### config.mk
export PLATFORM = sky130hd
export DESIGN_NAME = awvn_isqrt
export DESIGN_NICKNAME = d
export VERILOG_FILES = /design/src/hw/rtl/angle_weighted_vertex_normals_macros.svh /design/src/hw/rtl/awvn_pkg.sv /design/src/hw/rtl/awvn_isqrt.sv
export SDC_FILE = /design/constraint.sdc
export NUM_CORES = 1
export LEC_CHECK = 0
export BUFFER_PORTS_ARGS = -buffer_cell sky130_fd_sc_hd__buf_2
export CELL_PAD_IN_SITES_DETAIL_PLACEMENT = 0
export CELL_PAD_IN_SITES_GLOBAL_PLACEMENT = 1
export CORE_MARGIN = 2
export CORE_UTILIZATION = 35
export CTS_CLUSTER_DIAMETER = 120
export DETAILED_ROUTE_END_ITERATION = 7
export PLACE_DENSITY = 0.74
export SYNTH_ARGS = -nofsm -noshare
export SYNTH_HDL_FRONTEND = slang
export SYNTH_SLANG_ARGS = --single-unit
export TNS_END_PERCENT = 10
### constraint.sdc
create_clock -name clk_i -period 8.5 [get_ports clk_i]
set_input_delay 1.7 -clock clk_i [delete_from_list [all_inputs] [get_ports clk_i]]
set_output_delay 1.7 -clock clk_i [all_outputs]
set_load 0.02 [all_outputs]
### src/hw/rtl/angle_weighted_vertex_normals_macros.svh
// Assertion macros shared by the angle-weighted vertex normal RTL.
`ifndef ANGLE_WEIGHTED_VERTEX_NORMALS_MACROS_SVH
`define ANGLE_WEIGHTED_VERTEX_NORMALS_MACROS_SVH

// Same-cycle implication, checked out of reset.
`define AWVN_ASSERT_IMP(label, clk, rst_n, cond, conseq, msg) \
  label: assert property (@(posedge clk) disable iff (!rst_n) (cond) |-> (conseq)) \
    else $error(msg);

// Next-cycle implication, checked out of reset.
`define AWVN_ASSERT_NXT(label, clk, rst_n, cond, conseq, msg) \
  label: assert property (@(posedge clk) disable iff (!rst_n) (cond) |=> (conseq)) \
    else $error(msg);

`endif

### src/hw/rtl/awvn_pkg.sv
// Shared constants, types and tables of the angle-weighted vertex normal block.
`default_nettype none
package awvn_pkg;

  localparam int MAX_VERTICES = 1024;
  localparam int VIDX_W       = $clog2(MAX_VERTICES);
  localparam int IDX_W        = 10;
  localparam int COORD_W      = 24;
  localparam int NORM_W       = 18;
  localparam int ACC_W        = 32;
  localparam int VEC_W        = 64;
  localparam int MUL_W        = 32;
  localparam int ROOT_W       = 32;
  localparam int QUOT_W       = 18;
  localparam int NUM_W        = 50;
  localparam int DEN_W        = ROOT_W + 1;
  localparam int CORD_W       = 32;
  localparam int CORDIC_STEPS = 24;
  localparam int STEP_W       = 5;
  localparam int ANG_W        = 26;
  localparam int T_W          = 17;

  // pi in Q.24
  localparam logic [ANG_W-1:0] PI_Q24 = 26'd52707179;

  typedef enum logic [1:0] {
    REQ_LOAD = 2'd0,
    REQ_TRI  = 2'd1,
    REQ_READ = 2'd2
  } req_e;

  // atan(2^-i) in Q.24
  function automatic logic [23:0] atan_q24(input logic [STEP_W-1:0] step);
    logic [23:0] v;
    unique case (step)
      5'd0:  v = 24'd13176795;
      5'd1:  v = 24'd7778716;
      5'd2:  v = 24'd4110060;
      5'd3:  v = 24'd2086331;
      5'd4:  v = 24'd1047214;
      5'd5:  v = 24'd524117;
      5'd6:  v = 24'd262123;
      5'd7:  v = 24'd131069;
      5'd8:  v = 24'd65536;
      5'd9:  v = 24'd32768;
      5'd10: v = 24'd16384;
      5'd11: v = 24'd8192;
      5'd12: v = 24'd4096;
      5'd13: v = 24'd2048;
      5'd14: v = 24'd1024;
      5'd15: v = 24'd512;
      5'd16: v = 24'd256;
      5'd17: v = 24'd128;
      5'd18: v = 24'd64;
      5'd19: v = 24'd32;
      5'd20: v = 24'd16;
      5'd21: v = 24'd8;
      5'd22: v = 24'd4;
      5'd23: v = 24'd2;
      default: v = 24'd0;
    endcase
    return v;
  endfunction

endpackage
`default_nettype wire

### src/hw/rtl/awvn_isqrt.sv
// Iterative 64-bit integer square root, one result bit per cycle.
`default_nettype none
module awvn_isqrt import awvn_pkg::*; (
  input  logic              clk_i,
  input  logic              rst_ni,
  input  logic              start_i,
  input  logic [VEC_W-1:0]  rad_i,
  output logic              done_o,
  output logic [ROOT_W-1:0] root_o
);

  logic             busy_q, done_q;
  logic [VEC_W-1:0] rem_q, root_q, bit_q;
  logic [VEC_W-1:0] trial;

  assign trial  = root_q + bit_q;
  assign done_o = done_q;
  assign root_o = root_q[ROOT_W-1:0];

  // control: busy until the last bit pair is done
  always_ff @(posedge clk_i or negedge rst_ni) begin
    if (!rst_ni) begin
      busy_q <= 1'b0;
      done_q <= 1'b0;
    end else begin
      done_q <= 1'b0;
      if (start_i) begin
        busy_q <= 1'b1;
      end else if (busy_q && bit_q[0]) begin
        busy_q <= 1'b0;
        done_q <= 1'b1;
      end
    end
  end

  // digit-by-digit root
  always_ff @(posedge clk_i) begin
    if (start_i) begin
      rem_q  <= rad_i;
      root_q <= '0;
      bit_q  <= VEC_W'(1) << (VEC_W - 2);
    end else if (busy_q) begin
      if (rem_q >= trial) begin
        rem_q  <= rem_q - trial;
        root_q <= (root_q >> 1) + bit_q;
      end else begin
        root_q <= root_q >> 1;
      end
      bit_q <= bit_q >> 2;
    end
  end

endmodule
`default_nettype wire

==> results of run 1 <==
final cells by class:
cell class / instances / area, um^2
clock buffers: 17 / 425.4
clock inverters: 15 / 122.6
fillers: 4457 / 26530
inverters: 33 / 123.9
multi-input cells: 1576 / 10440
flip-flops and latches: 162 / 3897
well taps: 546 / 683.2
repair buffers: 108 / 569.3
tightest hold or removal path: stages, from the launching register on:
cell	delay [ps]
dfxtp_1	330
nor2_1	90
a311oi_1	50
flip-flops by register name, indices dropped and copies added (netlist names):
| signal | count |
|---|---|
| rem_q | 64 |
| root_q | 64 |
| bit_q | 32 |
| busy_q | 1 |
| done_o | 1 |
cell families (layout without fill, tap and decap cells):
logic type,count (synthesis),after routing
muxes,42,42
and+or+nand+nor,628,628
AOI/OAI and AO/OA,623,623
DFF,162,162
adders and majority gates,131,131
xor gates and xnor gates,152,152
buffers and inverters,165,173
worst max-delay path by stage:
stage | to | slack, ps
floorplan | rem_q[0] | 2020
global placement | root_q[26] | 1630
detailed placement | root_q[26] | 1480
CTS | root_q[26] | 1420
global route | root_q[26] | 930
finish | root_q[26] | 1500
power groups by stage:
stage          combinational [mW]  sequential (mW)  clock, mW
2_1_floorplan                2.55             1.22          0
3_3_place_gp                 3.23             1.30          0
3_5_place_dp                 3.24             1.30          0
4_1_cts                      3.26             1.29      0.779
5_1_grt                      3.63             1.32      0.813
6_report                     3.27             1.29      0.755
layout by cell type, fill, tap and decap left out, types with 37 or more instances in the layout:
cell	netlist	routed
o21bai_1	42	42
buf_2	14	98
dfxtp_1	96	96
a31oi_1	56	56
xor2_1	84	84
a21oi_1	122	122
nor2_1	203	203
o21ai_0	154	154
a21o_1	56	56
ha_1	130	130
edfxtp_1	64	64
nand2_1	217	217
mux2i_1	38	38
xnor2_1	68	68
nand4_1	37	37
through the flow:
| stage | cells | instance area, um^2 | setup WS, ps |
|---|---|---|---|
| final | 2457 | 16260 | 1500 |
| after global routing | 2457 | 16260 | 932.7 |
| after CTS | 2457 | 16260 | 1424 |
| after detailed placement | 2425 | 15710 | 1475 |
| after global placement | 2425 | 15710 | 1627 |
| after floorplan | 1903 | 15100 | 2021 |
layer usage:
layer | wire length (um) | GRT usage (%) | vias to the layer above
li1 | - | - | 6973
met1 | 21090 | 26.44 | 6466
met2 | 20540 | 33.24 | 311
met3 | 2186 | 4.035 | 52
met4 | 813 | 5.124 | 0
met5 | 0 | 0 | -
==> results.md, run 1 <==
- Crit path largest cell delay: 880 ps
- Reg power frac: 24.2%
- Synth top area share: 12.73%
- Largest net degree at the start of global routing: 116
- Crit start category: register
- Drt initial violations: 1005
- Diode count: 0
- Synth top cells by count: nand2_1, nor2_1, o21ai_0, ha_1, a21oi_1
- Clock power share: 14.2%
- #FFs+latches synth: 162
- Placer Congestion: 0.9149
- H-tree lvl count: 4
- Clock tree buffer depth: 2
- Max-Slew Margin vs Limit: 33.53%
- Clk_skew: 13.89 ps
- Gate power share: 61.5%
- PostCTS Resize Cnt: 0
- Worst IR drop on VDD: 0.0001537 V
- Least-Margin Pin Slew: 971.9 ps
- Clk pin slew, worst setup/hold paths: 70 ps
- Nets@finish: 2096
- Multiplexer share of the synthesized area: 2.817%
- DPL Wire Length: 33850 um
- Share of cells above drive strength 1: 10.10%
- Total gr overflow: 0
- Syn nets: 2101
- Power, Total: 5.312 mW
- Cell mode on critical path: a21oi_1
- Hold path depth: 2
- Initial antenna violation count: 0
- Sw Ratio: 48.48%
- Worst path bufs/invs: 1
- Hold Vio Cnt, Final: 0
- Postcts setup bufs: 0
- Die Area: 0.04482 mm^2
- Synth Warn #: 0
- Mapped Area: 0.01510 mm^2
- Max Slew Vio Count: 0
- Core area: 0.04279 mm^2
- Levels on crit path: 23
- Peak Freq: 142.9 MHz
- Setup TNS: 0 ps
- Vert. Die Dim: 211.7 um
- Crit. End Element: register
- Slowest CP cell: o41a_2
- Top cells by area, synth: dfxtp_1, edfxtp_1, ha_1, nand2_1, o21ai_0
- Post-synthesis adder-cell area fraction: 10.90%
- Post-synth top flop: dfxtp_1
- Post-synthesis simple-gate area fraction: 19.03%
- Outcome: completed
- Syn_area_per_cell: 7.935 um^2
- Residual DRC: 0
- Clk_lat worst skew: 460 ps
- Io pins: 100
- Top delay family on crit path: compound AO/OA/AOI/OAI gates
- Die width: 211.7 um
- DR vias/cell: 5.617
- RSZ-0062 raised after global routing: false
- Max cap viols: 0
- Min-Delay Startpoint: root_q[0]
- Buffers on Ports: 99
- Net switching power: 2.575 mW
- Count of final setup violators: 0
- Post-synth top area cell: dfxtp_1
- CP Data Arrival Time: 7370 ps
- Worst R2R Path Depth: 23
- Vias in the first global route: 13233
- Crit Path Category: register to register
- Asr flop ratio synth: 1.235%
- Power per cell area: 326.8 mW/mm^2
- Worst path cell trace: ha_1, a31o_2, a31oi_1, o21ai_2, a21oi_1, o31ai_4, a21oi_1, o31ai_2, a21o_1, a21oi_1, o21bai_1, xnor2_1, ha_1, a21oi_1, o21bai_1, a21oi_1, o21ai_0, a221oi_1, o41a_2, buf_4, o21ai_0, nor2b_1, a311oi_1
- WL/cell: 18.17 um
- Post-Synth XOR/XNOR Area: 8.817%
- EDFF count, synth: 64
- Worst hold margin: 512.9 ps
- Routed vias: 13802
- Crit path required time: 8870 ps
- Critical path startpoint: root_q[2]
- Clock root buffer: clkbuf_16
- Post-DRT Antenna Nets: 0
- HP Class: register to register
- Compound-Gate Fraction of Synth Area: 27.44%
- Routed Wire Length: 44630 um
- Worst Path Max Fanout: 51
- Top-count cell post-synth: nand2_1
- Reg2reg end: root_q[26]
- FF-to-FF setup slack: 1500 ps
- Period minus WS final: 7000 ps
- Final Cycle Share: 82.35%
- Synth-to-Final Area Change: 7.665%
- Synth Instances: 1903
- All-Layer GR Usage: 20.00%
- Site Rows: 76
- First-pass GRT wire length: 71240 um
- Pint: 2.737 mW
- Main combinational cell family by area after synthesis: compound AO/OA/AOI/OAI gates
- Leakage: 6.572 nW
- Clock Sinks: 162
- Hold Path End: root_q[0]
- CTS buffer count: 17
- Initial core utilization: 35.29%
- # hold bufs at CTS: 0
- Core Util, Final: 37.99%
- Distinct cells, synth: 89
- Drt pass-1 iters: 5
- Sequential share of the synthesized area: 25.79%
- TritonCTS clock tree: yes
- Worst R2R Start: root_q[2]
Power figures use the tool's default switching activity.
==> run 2, diff against run 1 <==
ABC_AREA = 1   (was not set)
PLACE_DENSITY = 0.81   (was 0.74)
clock period = 6.23 ns   (was 8.5 ns; I/O delays follow)
==> run 2 against run 1 <==
  * Sequential power increased by 57%
  * Combinational power increased by 110%
  * Setup slack got worse by 940 ps
  * Highest routed layer unchanged
  * Global-route usage increased by 7.4 points
  * Critical endpoint is now rem_q[18]
==> results.md, run 2 <==
- Worst R2R Start: root_q[20]
- Outcome: completed
- Clk pin slew, worst setup/hold paths: 80 ps
- Site Rows: 88
- DR vias/cell: 5.206
- Busiest layer in global routing: met2
- TritonCTS clock tree: yes
- Buffers on Ports: 99
- Placer Congestion: 1.015
- Post-synth top flop: dfxtp_1
- Routed vias: 22908
- All-Layer GR Usage: 27.38%
- # fillers: 6562
- Share of cells above drive strength 1: 5.860%
- Count of final setup violators: 0
- WL/cell: 18.59 um
- HP Class: register to register
- Worst R2R Path Depth: 20
- Nets@finish: 3820
- Drt initial violations: 2177
- Least-Margin Pin Slew: 1102 ps
- Met2 Use GR: 44.58%
- EDFF count, synth: 64
- Initial core utilization: 35.22%
- Hold Vio Cnt, Final: 0
- Hold Path End: root_q[0]
- Top flop regs: rem_q (64), root_q (64), bit_q (32)
- H-tree lvl count: 4
- RSZ-0062 raised after global routing: false
- FF/Latch Area: 0.003895 mm^2
- Vert. Die Dim: 244.3 um
- Syn nets: 3790
- Die Area: 0.05967 mm^2
- Syn_area_per_cell: 5.625 um^2
- Synth-to-Final Area Change: 8.057%
- Post-DRT Antenna Nets: 0
- Clk_skew: 15.85 ps
- Post-route insts no fill: 4400
- DPL Wire Length: 66980 um
- Synth top area share: 22.44%
- Residual DRC: 0
- Routed Wire Length: 81810 um
- Io pins: 100
- Reg2reg end: rem_q[18]
- Post-synth top area cell: nand2_1
- Power per cell area: 458.7 mW/mm^2
- Synth top cells by count: nand2_1, inv_1, nor2_1, nand3_1, a21oi_1
- Top-count cell post-synth: nand2_1
- Vias in the first global route: 22368
- Clk_lat worst skew: 510 ps
- GR Layer Usage met1: 36.30%
- Clock tree buffer depth: 2
- Clock Sinks: 162
- Die width: 244.3 um
- First-pass GRT wire length: 125200 um
- Peak Freq: 176.3 MHz
- Total gr overflow: 0
- Synth Warn #: 0
- Inst Count DP: 4368
- Worst Path Max Fanout: 25
- Initial antenna violation count: 0
- Diode count: 0
- Top cells by area, synth: nand2_1, dfxtp_1, edfxtp_1, inv_1, nor2_1
- Min-Delay Startpoint: root_q[0]
- Final Cycle Share: 91.07%
- Synth Instances: 3592
- Core Util, Final: 38.06%
- Crit start category: register
- PostCTS Resize Cnt: 0
- Max Slew Vio Count: 0
- Drt pass-1 iters: 5
- Max cap viols: 0
- Asr flop ratio synth: 1.235%
- Distinct cells, synth: 49
- CTS buffer count: 17
- Setup TNS: 0 ps
- Clock root buffer: clkbuf_16
- Mapped Area: 0.02020 mm^2
- Hold path depth: 2
- Largest net degree at the start of global routing: 96
- Most frequent cells in the layout: nand2_1, inv_1, nor2_1
- FF-to-FF setup slack: 560 ps
- Crit path required time: 6430 ps
- Period minus WS final: 5674 ps
- Most common cell after layout, fill and taps aside: nand2_1
- Leakage: 10.08 nW
- Max-Slew Margin vs Limit: 26.52%
- #FFs+latches synth: 162
- Met3 global-route usage: 3.259%
- Sequential share of the synthesized area: 19.27%
- Worst IR drop on VDD: 0.0003123 V
- Crit Path Category: register to register
- Area of the multi-input gates: 0.01375 mm^2
- Crit. End Element: register
- Core area: 0.05737 mm^2
- # hold bufs at CTS: 0
- Postcts setup bufs: 0
- CP Data Arrival Time: 5880 ps
- Worst hold margin: 508.2 ps
## run 2: power by group
part,internal [mW],switching [mW],total (mW),leakage [nW]
sequential,1.60,0.421,2.02,1.47
combinational,2.26,4.63,6.89,8.32
clock,0.541,0.561,1.10,0.285
## run 2: cells by family after synthesis
group	share of synthesized area, %
AO/OA/AOI/OAI	12.94
buffers and inverters	12.66
flip-flops	19.27
XOR/XNOR	4.378
adder cells (fa/ha/maj)	8.150
AND/OR/NAND/NOR	42.59
## run 2: layer usage
layer	up-vias	wire, um
li1	11479	-
met1	10503	36780
met2	762	36930
met3	164	4613
met4	0	3483
met5	-	0
## run 2: through the flow
step | cell area [um^2] | total power [mW] | setup slack [ps]
final | 21830 | 10.01 | 556.4
after global routing | 21830 | 10.89 | 240.2
after CTS | 21830 | 9.903 | 654.4
after detailed placement | 21250 | 8.761 | 673.2
after global placement | 21250 | 8.759 | 713.8
after floorplan | 20200 | 6.821 | 1215
## run 2: area by class of cell
class,instances,share of cell area [%]
multi-input combinational,2808,63.00
timing repair buffer,130,3.462
sequential,162,17.84
clock buffer,18,2.012
tap,765,4.384
clock inverter,14,0.6533
inverter,503,8.648
## run 2: worst max-delay path by stage
stage | startpoint | to | slack [ps]
after CTS | root_q[20] | rem_q[23] | 650
after floorplan | bit_q[28] | rem_q[0] | 1220
after global placement | root_q[20] | rem_q[59] | 710
after global routing | root_q[20] | rem_q[18] | 240
after detailed placement | root_q[20] | rem_q[59] | 670
final | root_q[20] | rem_q[18] | 560
## run 2: worst max-delay path: stages (launching register included)
cell and delay [ps]:
dfxtp_1 580, ha_1 280, nand2_1 110, o21ai_0 400, nand2_1 110, o21ai_0 560
a21oi_1 60, o21ai_0 300, nand3_1 250, nand3_1 150, nand2_1 70, ha_1 410
nand2_1 130, nor2_2 210, nand2_1 150, nor2_1 220, a21oi_4 100, nand2_4 80
nand2_2 250, nand2_2 610, buf_12 270
