File: config.mk
export PLATFORM = sky130hd
export DESIGN_NAME = awvn_div
export DESIGN_NICKNAME = d
export VERILOG_FILES = /design/src/hw/rtl/angle_weighted_vertex_normals_macros.svh /design/src/hw/rtl/awvn_pkg.sv /design/src/hw/rtl/awvn_div.sv
export SDC_FILE = /design/constraint.sdc
export NUM_CORES = 1
export LEC_CHECK = 0
export BUFFER_PORTS_ARGS = -buffer_cell sky130_fd_sc_hd__buf_2
export CAP_MARGIN = 20
export CORE_MARGIN = 2
export CORE_UTILIZATION = 45
export CTS_CLUSTER_DIAMETER = 120
export DETAILED_ROUTE_END_ITERATION = 12
export GPL_ROUTABILITY_DRIVEN = 1
export SYNTH_ARGS = -nofsm -noshare
export SYNTH_HDL_FRONTEND = slang
export SYNTH_SLANG_ARGS = --single-unit
File: constraint.sdc
create_clock -name clk_i -period 11 [get_ports clk_i]
set_input_delay 0.55 -clock clk_i [delete_from_list [all_inputs] [get_ports clk_i]]
set_output_delay 0.55 -clock clk_i [all_outputs]
set_load 0.005 [all_outputs]
File: src/hw/rtl/angle_weighted_vertex_normals_macros.svh
// Assertion macros shared by the angle-weighted vertex normal RTL.
`ifndef ANGLE_WEIGHTED_VERTEX_NORMALS_MACROS_SVH
`define ANGLE_WEIGHTED_VERTEX_NORMALS_MACROS_SVH

// Same-cycle implication, checked out of reset.
`define AWVN_ASSERT_IMP(label, clk, rst_n, cond, conseq, msg) \
  label: assert property (@(posedge clk) disable iff (!rst_n) (cond) |-> (conseq)) \
    else $error(msg);

// Next-cycle implication, checked out of reset.
`define AWVN_ASSERT_NXT(label, clk, rst_n, cond, conseq, msg) \
  label: assert property (@(posedge clk) disable iff (!rst_n) (cond) |=> (conseq)) \
    else $error(msg);

`endif

File: src/hw/rtl/awvn_pkg.sv
// Shared constants, types and tables of the angle-weighted vertex normal block.
`default_nettype none
package awvn_pkg;

  localparam int MAX_VERTICES = 1024;
  localparam int VIDX_W       = $clog2(MAX_VERTICES);
  localparam int IDX_W        = 10;
  localparam int COORD_W      = 24;
  localparam int NORM_W       = 18;
  localparam int ACC_W        = 32;
  localparam int VEC_W        = 64;
  localparam int MUL_W        = 32;
  localparam int ROOT_W       = 32;
  localparam int QUOT_W       = 18;
  localparam int NUM_W        = 50;
  localparam int DEN_W        = ROOT_W + 1;
  localparam int CORD_W       = 32;
  localparam int CORDIC_STEPS = 24;
  localparam int STEP_W       = 5;
  localparam int ANG_W        = 26;
  localparam int T_W          = 17;

  // pi in Q.24
  localparam logic [ANG_W-1:0] PI_Q24 = 26'd52707179;

  typedef enum logic [1:0] {
    REQ_LOAD = 2'd0,
    REQ_TRI  = 2'd1,
    REQ_READ = 2'd2
  } req_e;

  // atan(2^-i) in Q.24
  function automatic logic [23:0] atan_q24(input logic [STEP_W-1:0] step);
    logic [23:0] v;
    unique case (step)
      5'd0:  v = 24'd13176795;
      5'd1:  v = 24'd7778716;
      5'd2:  v = 24'd4110060;
      5'd3:  v = 24'd2086331;
      5'd4:  v = 24'd1047214;
      5'd5:  v = 24'd524117;
      5'd6:  v = 24'd262123;
      5'd7:  v = 24'd131069;
      5'd8:  v = 24'd65536;
      5'd9:  v = 24'd32768;
      5'd10: v = 24'd16384;
      5'd11: v = 24'd8192;
      5'd12: v = 24'd4096;
      5'd13: v = 24'd2048;
      5'd14: v = 24'd1024;
      5'd15: v = 24'd512;
      5'd16: v = 24'd256;
      5'd17: v = 24'd128;
      5'd18: v = 24'd64;
      5'd19: v = 24'd32;
      5'd20: v = 24'd16;
      5'd21: v = 24'd8;
      5'd22: v = 24'd4;
      5'd23: v = 24'd2;
      default: v = 24'd0;
    endcase
    return v;
  endfunction

endpackage
`default_nettype wire

File: src/hw/rtl/awvn_div.sv
// Iterative restoring divider, one quotient bit per cycle.
`default_nettype none
module awvn_div import awvn_pkg::*; (
  input  logic              clk_i,
  input  logic              rst_ni,
  input  logic              start_i,
  input  logic [NUM_W-1:0]  num_i,
  input  logic [DEN_W-1:0]  den_i,
  output logic              done_o,
  output logic [QUOT_W-1:0] quot_o
);

  logic              busy_q, done_q;
  logic [STEP_W-1:0] cnt_q;
  logic [NUM_W-1:0]  rem_q, dsh_q;
  logic [QUOT_W-1:0] quot_q;

  assign done_o = done_q;
  assign quot_o = quot_q;

  // control: counts quotient bits from the top
  always_ff @(posedge clk_i or negedge rst_ni) begin
    if (!rst_ni) begin
      busy_q <= 1'b0;
      done_q <= 1'b0;
      cnt_q  <= '0;
    end else begin
      done_q <= 1'b0;
      if (start_i) begin
        busy_q <= 1'b1;
        cnt_q  <= STEP_W'(QUOT_W - 1);
      end else if (busy_q) begin
        if (cnt_q == '0) begin
          busy_q <= 1'b0;
          done_q <= 1'b1;
        end else begin
          cnt_q <= cnt_q - 1'b1;
        end
      end
    end
  end

  // shift-subtract datapath
  always_ff @(posedge clk_i) begin
    if (start_i) begin
      rem_q  <= num_i;
      dsh_q  <= NUM_W'(den_i) << (QUOT_W - 1);
      quot_q <= '0;
    end else if (busy_q) begin
      if (rem_q >= dsh_q) begin
        rem_q  <= rem_q - dsh_q;
        quot_q <= {quot_q[QUOT_W-2:0], 1'b1};
      end else begin
        quot_q <= {quot_q[QUOT_W-2:0], 1'b0};
      end
      dsh_q <= dsh_q >> 1;
    end
  end

endmodule
`default_nettype wire

==> results.md, run 1 <==
* Combinational Power Share at 53.4%
* Initial antenna violation count at 0
* CP endpoint kind: register
* Hold Path Cell Cnt at 3
* CP Launch Type: register
* Area Growth Syn to Fin at 14.2%
* Drt pass-1 iters at 5
* Yosys cell types at 68
* Internal power at ~1.6 mW
* Initial core utilization at approximately 46%
* Worst relative slew slack at 40.1%
* Cell area after layout at 9400 µm²
* First-pass GRT wire length at 32700 µm
* Clock insertion delay at the later pin of the skew report at 0.42 ns
* Static Leak at 4.31 nW
* Detail Placement HPWL at 14200 µm
* CTS tree: built
* GR Util All Layers at 20.6%
* Crit path kind: reg2reg
* Mean Syn Cell Area at 8.99 µm²
* Final period util at around 36%
* Largest vdd supply drop at 129 µV
* Worst Reg-to-Reg Cells at 10
* Die Wd at 139 µm
* R2R Path Start: rem_q[17]$_DFFE_PP_
* Dpl cell area at slightly below 9000 µm²
* Seq/Total Area, Yosys at 40.9%
* Clk slew on worst S/H paths at about 0.060 ns
* Initial DRC Count at 474
* Number of enable flip-flop cells after synthesis at 83
* Max FO, Critical Path at 40
* Post-synthesis cell area at 8230 µm²
* Max-cap viol count at 0
* FF+latch count, synth at 125
* Residual DRC count at 0
* Most used DFF post-synth: edfxtp_1
* Post-DR vias/cell at ~5.5
* IO Pins at 105
* Arr. time, crit path at 3.96 ns
* Avg WL per Cell at 16.1 µm
* Fin Setup TNS at 0 ns
* Nets at ~1100
* Vias in the first global route at around 6600
* RSZ-0062 raised after global routing: no
* Clock power share at 19.6%
* Outcome: finished, final reports clean
* Final wirelength at around 20000 µm
* Num CTS Buffers at 17
* Setup Fix Bufs, Post-CTS at 0
* Hold Crit Class: in2reg
* Clock sink total at 125
* Async set or reset register ratio after synthesis at 5.60%
* Slew Limit Fails at 0
* Reg2Reg Setup Slack at around 7 ns
* Reported net switching power at 1.15 mW
* Synth Instances at approximately 900
* Core Footprint at 18000 µm²
* Total global routing overflow at 0
* Std-Cell Rows at just under 50
* Fmax at about 260 MHz
* Clk root buf: clkbuf_16
* H-tree depth at 4
* Reg-to-reg endpoint: rem_q[27]$_DFFE_PP_
* Worst path max stage delay at 0.57 ns
* Commonest non-fill, non-tap cell in the layout: nand2_1
* Die Y at 139 µm
* PostCTS Resize Cnt at 0
* Crit-path cells: ha_1, nand4_1, nor3_1, o211ai_1, a31oi_1, a211oi_1, a21oi_1, a41oi_1, o21ai_4, buf_4
* Commonest cells after routing, fill and taps aside: 126 x nand2_1, 103 x buf_2, 83 x edfxtp_1
* Syn Nets at between 1000 and 1500
* Vias at 6817
* Antenna viol nets, final at 0
* Final hold violation count at 0
* Die Area at 19400 µm²
* Antenna Cells at 0
* Worst path required time at between 10 and 15 ns
* I/O Buffers at 104
* WHS Endpoint: dsh_q[41]$_DFFE_PP_
* YS warnings at 0
* Final setup viols at 0
* Crit path time final at 3.91 ns
* Share of cells above drive strength 1 at 15.8%
* Sequential share of power at 27.1%
* Fill cell count at 1703
* Startpoint of the worst hold path: den_i[24]
* Largest net degree at the start of global routing at 104
* Worst Skew at ~0.0095 ns
* Final Wtd Congestion at roughly 0.86
* Crit path max-delay cell type: buf_4
* Clk buf depth at 2
* Switching Fraction at 42.0%
* Worst slew pin tran at 0.898 ns
* Pwr dens at ~290 nW/µm²
-- worst max path at each step --
stage	start	depth (start not counted)	slack (ns)	endpoint
after global placement	rem_q[33]$_DFFE_PP_	10	7.21	rem_q[26]$_DFFE_PP_
after global routing	dsh_q[33]$_DFFE_PP_	11	6.72	rem_q[28]$_DFFE_PP_
after CTS	dsh_q[16]$_SDFFE_PP0P_	11	7.10	rem_q[28]$_DFFE_PP_
after detailed placement	dsh_q[16]$_SDFFE_PP0P_	11	7.12	rem_q[26]$_DFFE_PP_
after floorplan	rem_q[33]$_DFFE_PP_	10	4.82	rem_q[0]$_DFFE_PP_
final	rem_q[17]$_DFFE_PP_	10	7.09	rem_q[27]$_DFFE_PP_
-- what timing repair did --
| item | CTS | global route |
|---|---|---|
| setup endpoints to repair | 0 | 0 |
| hold buffers | 1 | 0 |
| hold endpoints to repair | 7 | 0 |
-- power groups by stage --
stage / Combinational [mW] / Sequential [mW] / Clock, mW
2_1_floorplan: 1.17 / 0.746 / 0
3_3_place_gp: 1.45 / 0.755 / 0
3_5_place_dp: 1.44 / 0.759 / 0
4_1_cts: 1.45 / 0.751 / 0.551
5_1_grt: 1.64 / 0.758 / 0.566
6_report: 1.46 / 0.742 / 0.537
-- logic make-up (layout without fill, tap and decap cells) --
group	after synthesis	in the layout	synth area share [%]
multiplexers	36	36	4.39
buffers and inverters	124	214	6.67
XOR/XNOR	42	42	4.47
AND/OR/NAND/NOR	281	281	15.4
flip-flops	125	125	40.9
AO/OA/AOI/OAI	255	255	20.0
adder cells (fa/ha/maj)	53	53	8.15
-- worst max-delay path, delay by kind of cell (launching register included) --
kind	cells	cell delay [ns]
fa+ha+maj	1	0.43
flops	1	0.38
simple gates	2	0.55
buf+inv	1	0.57
compound gates	6	1.59
-- final cells by class --
| cell class | count | area [µm²] | share of cell area [%] |
|---|---|---|---|
| Clock buffer | 21 | 482 | 5.13 |
| Clock inverter | 11 | 75.1 | 0.799 |
| Inverter | 71 | 267 | 2.84 |
| Multi-Input combinational cell | 667 | 4320 | 46.0 |
| Sequential cell | 125 | 3370 | 35.9 |
| Tap cell | 229 | 287 | 3.05 |
| Timing Repair Buffer | 111 | 594 | 6.32 |
-- registers in the layout, indices dropped and copies added, names as in the netlist --
name and flops:
busy_q 1, cnt_q 5, done_o 1, dsh_q 50, quot_o 18, rem_q 50
-- Yosys cell counts, types with 4 or more instances --
cell | count | area (µm²)
o211ai_1 | 5 | 37.5
nor2b_1 | 5 | 31.3
a21o_1 | 26 | 195
and2_1 | 7 | 43.8
a31oi_1 | 12 | 75.1
nor2_1 | 72 | 270
buf_4 | 7 | 52.6
inv_1 | 70 | 263
nand2b_1 | 4 | 25.0
ha_1 | 52 | 651
nand3_1 | 16 | 80.1
a211o_1 | 4 | 35.0
nand4_1 | 10 | 62.6
a21oi_1 | 56 | 280
xor2_1 | 21 | 184
nor3_1 | 14 | 70.1
o22ai_1 | 4 | 25.0
nand2_1 | 126 | 473
a211oi_1 | 7 | 52.6
o31ai_1 | 37 | 278
edfxtp_1 | 83 | 2490
o21bai_1 | 8 | 60.1
dfxtp_1 | 35 | 701
and3_1 | 6 | 37.5
o21ai_0 | 42 | 210
xnor2_1 | 21 | 184
buf_1 | 8 | 30.0
buf_6 | 6 | 67.6
dfrtp_1 | 7 | 175
a31o_2 | 6 | 52.6
clkbuf_1 | 29 | 109
o21ai_1 | 22 | 110
nor4_1 | 7 | 43.8
mux2i_1 | 35 | 350
-- routing by layer --
layer | wire length (µm) | track usage (%) | up-vias
li1 | - | - | 3461
met1 | 9310 | 28.1 | 3168
met2 | 9220 | 33.5 | 165
met3 | 992 | 4.47 | 23
met4 | 306 | 5.32 | 0
met5 | 0 | 0 | -
-- per-stage QoR --
stage               utilization (%)  std cells  total power [mW]  hold WS [ns]  setup slack [ns]
floorplan                         -        916              1.91         0.254              4.82
global placement               49.0       1201              2.20         0.397              7.21
CTS                            52.2       1234              2.75         0.393              7.10
finish                         52.3       1235              2.74         0.400              7.09
detailed placement             49.0       1201              2.20         0.393              7.12
global route                   52.3       1235              2.97         0.406              6.72
Power figures use the tool's default switching activity.
==> run 2: changes to the inputs <==
==> constraint.sdc (replaced) <==
create_clock -name clk_i -period 3.9 [get_ports clk_i]
set_input_delay 0.195 -clock clk_i [delete_from_list [all_inputs] [get_ports clk_i]]
set_output_delay 0.195 -clock clk_i [all_outputs]
set_load 0.005 [all_outputs]
==> results.md, run 2 (same netlist as run 1, synthesis figures left out) <==
* Outcome: finished, final reports clean
* Initial antenna violation count at 0 (unchanged)
* Clk buf depth at 2 (unchanged)
* Worst path required time at 4.07 ns (-6.98 ns)
* Pwr dens at 836 nW/µm² (+190%)
* Startpoint of the worst hold path: den_i[27]
* Finished Core Util at 52.4% (+0.098 points)
* Residual DRC count at 0 (unchanged)
* Vias in the first global route at 6550 (-0.26%)
* Antenna Cells at 0 (unchanged)
* Num CTS Buffers at 17 (unchanged)
* Cell area after layout at 9420 µm² (+0.19%)
* Die Y at 139 µm (unchanged)
* # placed instances at 1203 (+0.17%)
* CP Launch Type: register
* Area Growth Syn to Fin at 14.4%
* RSZ-0062 raised after global routing: no
* Nets at 1133 (+0.088%)
* Final Wtd Congestion at 0.897 (+4.0%)
* Clk root buf: clkbuf_16
* Clock insertion delay at the later pin of the skew report at 0.43 ns (about the same)
* Fmax at 297 MHz (+16%)
* Final period util at 86.2% (+51 points)
* I/O Buffers at 104 (unchanged)
* Core Footprint at 18000 µm² (unchanged)
* Share of cells above drive strength 1 at 16.0% (+0.18 points)
* Commonest non-fill, non-tap cell in the layout: nand2_1
* Crit path time final at 3.36 ns (-0.549 ns)
* Drt pass-1 iters at 5 (unchanged)
* Initial core utilization at 45.8% (unchanged)
* Max-cap viol count at 0 (unchanged)
* Max FO, Critical Path at 13 (-68%)
* Worst slew pin tran at 0.849 ns (-0.0493 ns)
* Die Area at 19400 µm² (unchanged)
* GR Util All Layers at 21.2% (+0.62 points)
* First-pass GRT wire length at 33400 µm (+2.3%)
* Worst Skew at 0.0130 ns (+0.00351 ns)
* Hold Crit Class: in2reg
* R2R Path Start: rem_q[25]$_DFFE_PP_
* Worst relative slew slack at 43.4% (+3.3 points)
* Total global routing overflow at 0 (unchanged)
* Dpl cell area at 8840 µm² (+0.31%)
* CP endpoint kind: register
* Crit path kind: reg2reg
* Top Metal Used: met4
* Vias at 6834 (+0.25%)
* Final wirelength at 20300 µm (+2.3%)
* Setup Fix Bufs, Post-CTS at 0 (unchanged)
* Initial DRC Count at 529 (+12%)
* Met1 WL at 9940 µm (+6.8%)
* CTS tree: built
* H-tree depth at 4 (unchanged)
* Avg WL per Cell at 16.4 µm (+2.2%)
* Final hold violation count at 0 (unchanged)
* Fill cell count at 1744 (+2.4%)
* Arr. time, crit path at 3.54 ns (-0.42 ns)
* Met2 WL at 9220 µm (about the same)
* Post-Layout Cell Count at 1236 (+0.081%)
* Std-Cell Rows at 49 (unchanged)
* Clock sink total at 125 (unchanged)
* Clk slew on worst S/H paths at 0.06 ns (about the same)
* Commonest cells after routing, fill and taps aside: 126 x nand2_1, 103 x buf_2, 83 x edfxtp_1
* Slew Limit Fails at 0 (unchanged)
* Detail Placement HPWL at 14700 µm (+3.0%)
* Met3 Routed Length at 894 µm (-9.9%)
* Largest vdd supply drop at 407 µV (+220%)
* Antenna viol nets, final at 0 (unchanged)
* Static Leak at 4.31 nW (about the same)
* Largest net degree at the start of global routing at 108 (+3.8%)
* Worst Setup SP: rem_q[25]$_DFFE_PP_
* Die Wd at 139 µm (unchanged)
* Fin Setup TNS at 0 ns (unchanged)
* Post-DR vias/cell at 5.53 (+0.17%)
* Final setup viols at 0 (unchanged)
* IO Pins at 105 (unchanged)
## run 2: path summary, 6_finish.rpt
path                                                 to  slack (ns)  cells past startpoint
min in group asynchronous          cnt_q[3]$_DFFE_PN0P_        0.13                      2
worst max register to register      rem_q[36]$_DFFE_PP_        0.54                     10
worst min register to register  quot_o[17]$_SDFFE_PP0P_        0.50                      2
worst max-delay path                rem_q[36]$_DFFE_PP_        0.54                     10
worst min-delay path                dsh_q[44]$_DFFE_PP_        0.04                      3
max in group asynchronous              busy_q$_DFF_PN0_        3.59                      2
## run 2: cell type report
class | count | area [µm²] | share of cell area (%)
flip-flops and latches | 125 | 3370 | 35.8
multi-input cells | 667 | 4320 | 45.9
inverters | 71 | 267 | 2.83
clock buffers | 17 | 425 | 4.52
repair buffers | 112 | 602 | 6.39
well taps | 229 | 287 | 3.04
clock inverters | 15 | 141 | 1.50
## run 2: timing repair
action,CTS,global route
hold buffers,1,0
resized for setup,0,0
endpoints found under the hold margin,7,0
## run 2: metal layers
layer,track usage (%),vias to the layer above
met3,4.54,23
li1,-,3454
met4,4.89,0
met5,0,-
met1,29.8,3203
met2,33.8,154
## run 2: worst max-delay path: stages, from the launching register on
cell and delay [ns]:
edfxtp_1 0.36, ha_1 0.41, a21oi_1 0.22, o21ai_0 0.21, a221oi_1 0.35, o31ai_1 0.15
a211oi_1 0.48, a21oi_1 0.19, a41oi_1 0.39, o21ai_4 0.10, buf_4 0.24
## run 2: report_power, final
part	internal, mW	switching, mW	total [mW]
Clock	0.846	0.699	1.55
Combinational	1.66	2.57	4.23
Sequential	1.95	0.143	2.09
Total	4.45	3.41	7.87
## run 2: metrics by stage
step	total power, mW	setup WS [ns]	hold WS [ns]
final	7.87	0.537	0.0360
after global routing	8.46	0.284	0.0365
after CTS	7.87	0.528	0.0335
after detailed placement	6.29	0.556	0.0355
after global placement	6.30	0.538	0.0377
after floorplan	5.38	0.0200	-0.101
==> run 3: changes to the inputs <==
--- a/config.mk
+++ b/config.mk
@@ -5,13 +5,15 @@
 export SDC_FILE = /design/constraint.sdc
 export NUM_CORES = 1
 export LEC_CHECK = 0
+export ABC_CLOCK_PERIOD_IN_PS = 3900
 export BUFFER_PORTS_ARGS = -buffer_cell sky130_fd_sc_hd__buf_2
 export CAP_MARGIN = 20
 export CORE_MARGIN = 2
-export CORE_UTILIZATION = 45
+export CORE_UTILIZATION = 59
 export CTS_CLUSTER_DIAMETER = 120
 export DETAILED_ROUTE_END_ITERATION = 12
 export GPL_ROUTABILITY_DRIVEN = 1
+export PLACE_DENSITY = 0.81
 export SYNTH_ARGS = -nofsm -noshare
 export SYNTH_HDL_FRONTEND = slang
 export SYNTH_SLANG_ARGS = --single-unit
==> results.md, run 3 (same netlist as run 1, synthesis figures left out) <==
* Outcome: finished, final reports clean
* Initial core utilization at 59.8% (+14 points)
* CP endpoint kind: register
* R2R Path Start: dsh_q[15]$_SDFFE_PP0P_
* Largest net degree at the start of global routing at 120 (+11%)
* WP buf/inv at 2 (+1)
* Initial antenna violation count at 0 (unchanged)
* Largest vdd supply drop at 434 µV (+6.7%)
* First-pass GRT wire length at 29900 µm (-10%)
* GR Util All Layers at 25.4% (+4.2 points)
* Clk root buf: clkbuf_16
* CP Launch Type: register
* Startpoint of the worst hold path: den_i[26]
* Worst Skew at 0.00895 ns (-0.00407 ns)
* CTS tree: built
* # placed instances at 1154 (-4.1%)
* Avg WL per Cell at 15.6 µm (-4.7%)
* Std-Cell Rows at 43 (-12%)
* Pwr dens at 833 nW/µm² (-0.31%)
* Clock insertion delay at the later pin of the skew report at 0.42 ns (about the same)
* Die Y at 122 µm (-12%)
* I/O Buffers at 104 (unchanged)
* Fmax at 296 MHz (-0.33%)
* Arr. time, crit path at 3.45 ns (-0.09 ns)
* Die Wd at 122 µm (-12%)
* WHS at 0.0454 ns (+0.00939 ns)
* Slew Limit Fails at 0 (unchanged)
* Num CTS Buffers at 17 (unchanged)
* Clk slew on worst S/H paths at 0.06 ns (about the same)
* Vias at 6865 (+0.45%)
* Share of cells above drive strength 1 at 16.0% (unchanged)
* IO Pins at 105 (unchanged)
* Clock sink total at 125 (unchanged)
* Final wirelength at 18600 µm (-8.5%)
* Post-DR vias/cell at 5.78 (+4.6%)
* Vias in the first global route at 6320 (-3.5%)
* Final setup viols at 0 (unchanged)
* Fin Setup TNS at 0 ns (unchanged)
* Initial DRC Count at 473 (-11%)
* Total global routing overflow at 0 (unchanged)
* Hold Crit Class: in2reg
* Clk buf depth at 2 (unchanged)
* RSZ-0062 raised after global routing: no
* Crit path kind: reg2reg
* Worst path max stage delay at 0.41 ns (-0.07 ns)
* Antenna viol nets, final at 0 (unchanged)
* Residual DRC count at 0 (unchanged)
* Setup Fix Bufs, Post-CTS at 0 (unchanged)
* Core Footprint at 13800 µm² (-23%)
* Max-cap viol count at 0 (unchanged)
* Commonest non-fill, non-tap cell in the layout: nand2_1
* Worst Setup SP: dsh_q[15]$_SDFFE_PP0P_
* Crit path max-delay cell type: ha_1
* Final hold violation count at 0 (unchanged)
* Crit-path cells: inv_1, ha_1, nand4_1, nor3_1, o211ai_1, a31oi_1, a211oi_1, a21oi_1, a41oi_1, o21ai_4, buf_4
* Delay-heaviest family, CP: compound AO/OA/AOI/OAI gates
* Detail Placement HPWL at 13400 µm (-8.5%)
* Final Wtd Congestion at 0.936 (+4.3%)
* Static Leak at 4.32 nW (+0.31%)
* Worst path required time at 3.98 ns (-0.09 ns)
* H-tree depth at 4 (unchanged)
* Max FO, Critical Path at 26 (+13)
* Worst slew pin tran at 0.778 ns (-0.0709 ns)
* Die Area at 14900 µm² (-23%)
* PostCTS Resize Cnt at 0 (unchanged)
* Final period util at 86.5% (+0.28 points)
* Post-Layout Cell Count at 1187 (-4.0%)
* Crit path time final at 3.37 ns (+0.0110 ns)
* Commonest cells after routing, fill and taps aside: 126 x nand2_1, 103 x buf_2, 83 x edfxtp_1
* Area Growth Syn to Fin at 13.9%
* Drt pass-1 iters at 5 (unchanged)
* Worst relative slew slack at 48.2% (+4.7 points)
* Total power at 7.81 mW (-0.72%)
* Nets at 1133 (unchanged)
* Antenna Cells at 0 (unchanged)
==> run 3: changes by cell type in the layout (fill, tap and decap cells not counted), sizes merged <==
| cell | previous run | this run |
|---|---|---|
| clkbuf | 17 | 19 |
| clkinv | 4 | 3 |
| inv | 82 | 81 |
==> run 3: area by class of cell <==
type | count | area, µm²
Fill cell | 1193 | 4400
Multi-Input combinational cell | 667 | 4320
Sequential cell | 125 | 3370
Timing Repair Buffer | 112 | 602
Clock buffer | 19 | 475
Inverter | 71 | 267
Tap cell | 180 | 225
Clock inverter | 13 | 114
==> run 3: stage by stage <==
stage                     worst slack (ns)  utilization, %  area [µm²]
after CTS                            0.527            68.1        9380
after detailed placement             0.536            63.7        8780
final                                0.526            68.1        9380
after global placement               0.574            63.7        8780
after floorplan                     0.0200               -        8230
after global routing                 0.284            68.1        9380
==> run 3: worst reg2reg max path, cell delays in order, from the launching register on <==
cell,delay [ns]
dfxtp_1,0.36
inv_1,0.06
ha_1,0.42
nand4_1,0.15
nor3_1,0.38
o211ai_1,0.19
a31oi_1,0.25
a211oi_1,0.12
a21oi_1,0.32
a41oi_1,0.24
o21ai_4,0.18
buf_4,0.37
==> run 3: metal layers <==
metal	track usage (%)	part of all wire, %	vias up	routed length, µm
li1	-	-	3459	-
met1	34.3	47	3157	8660
met2	40.1	45	216	8420
met3	5.81	5.8	33	1070
met4	9.12	2.2	0	415
met5	0	0	-	0
==> run 3: what timing repair did <==
item | in CTS | in global routing
hold endpoints to repair | 7 | 0
setup endpoints to repair | 0 | 0
hold buffers | 1 | 0
==> run 3: final timing paths <==
path                                           end  slack (ns)  depth (start not counted)
setup reg to reg               rem_q[27]$_DFFE_PP_        0.53                         11
hold reg to reg            quot_o[17]$_SDFFE_PP0P_        0.50                          2
hold / removal                 dsh_q[43]$_DFFE_PP_        0.05                          3
max in group asynchronous         busy_q$_DFF_PN0_        3.58                          2
setup / recovery               rem_q[27]$_DFFE_PP_        0.53                         11
min in group asynchronous     cnt_q[0]$_DFFE_PN0P_        0.14                          2
==> run 3: report_power, final <==
group	total, mW	internal (mW)	leakage (nW)	switching, mW
clock network	1.57	0.914	0.295	0.656
registers	2.10	1.95	1.25	0.146
logic	4.14	1.65	2.78	2.50
total	7.81	4.51	4.32	3.30
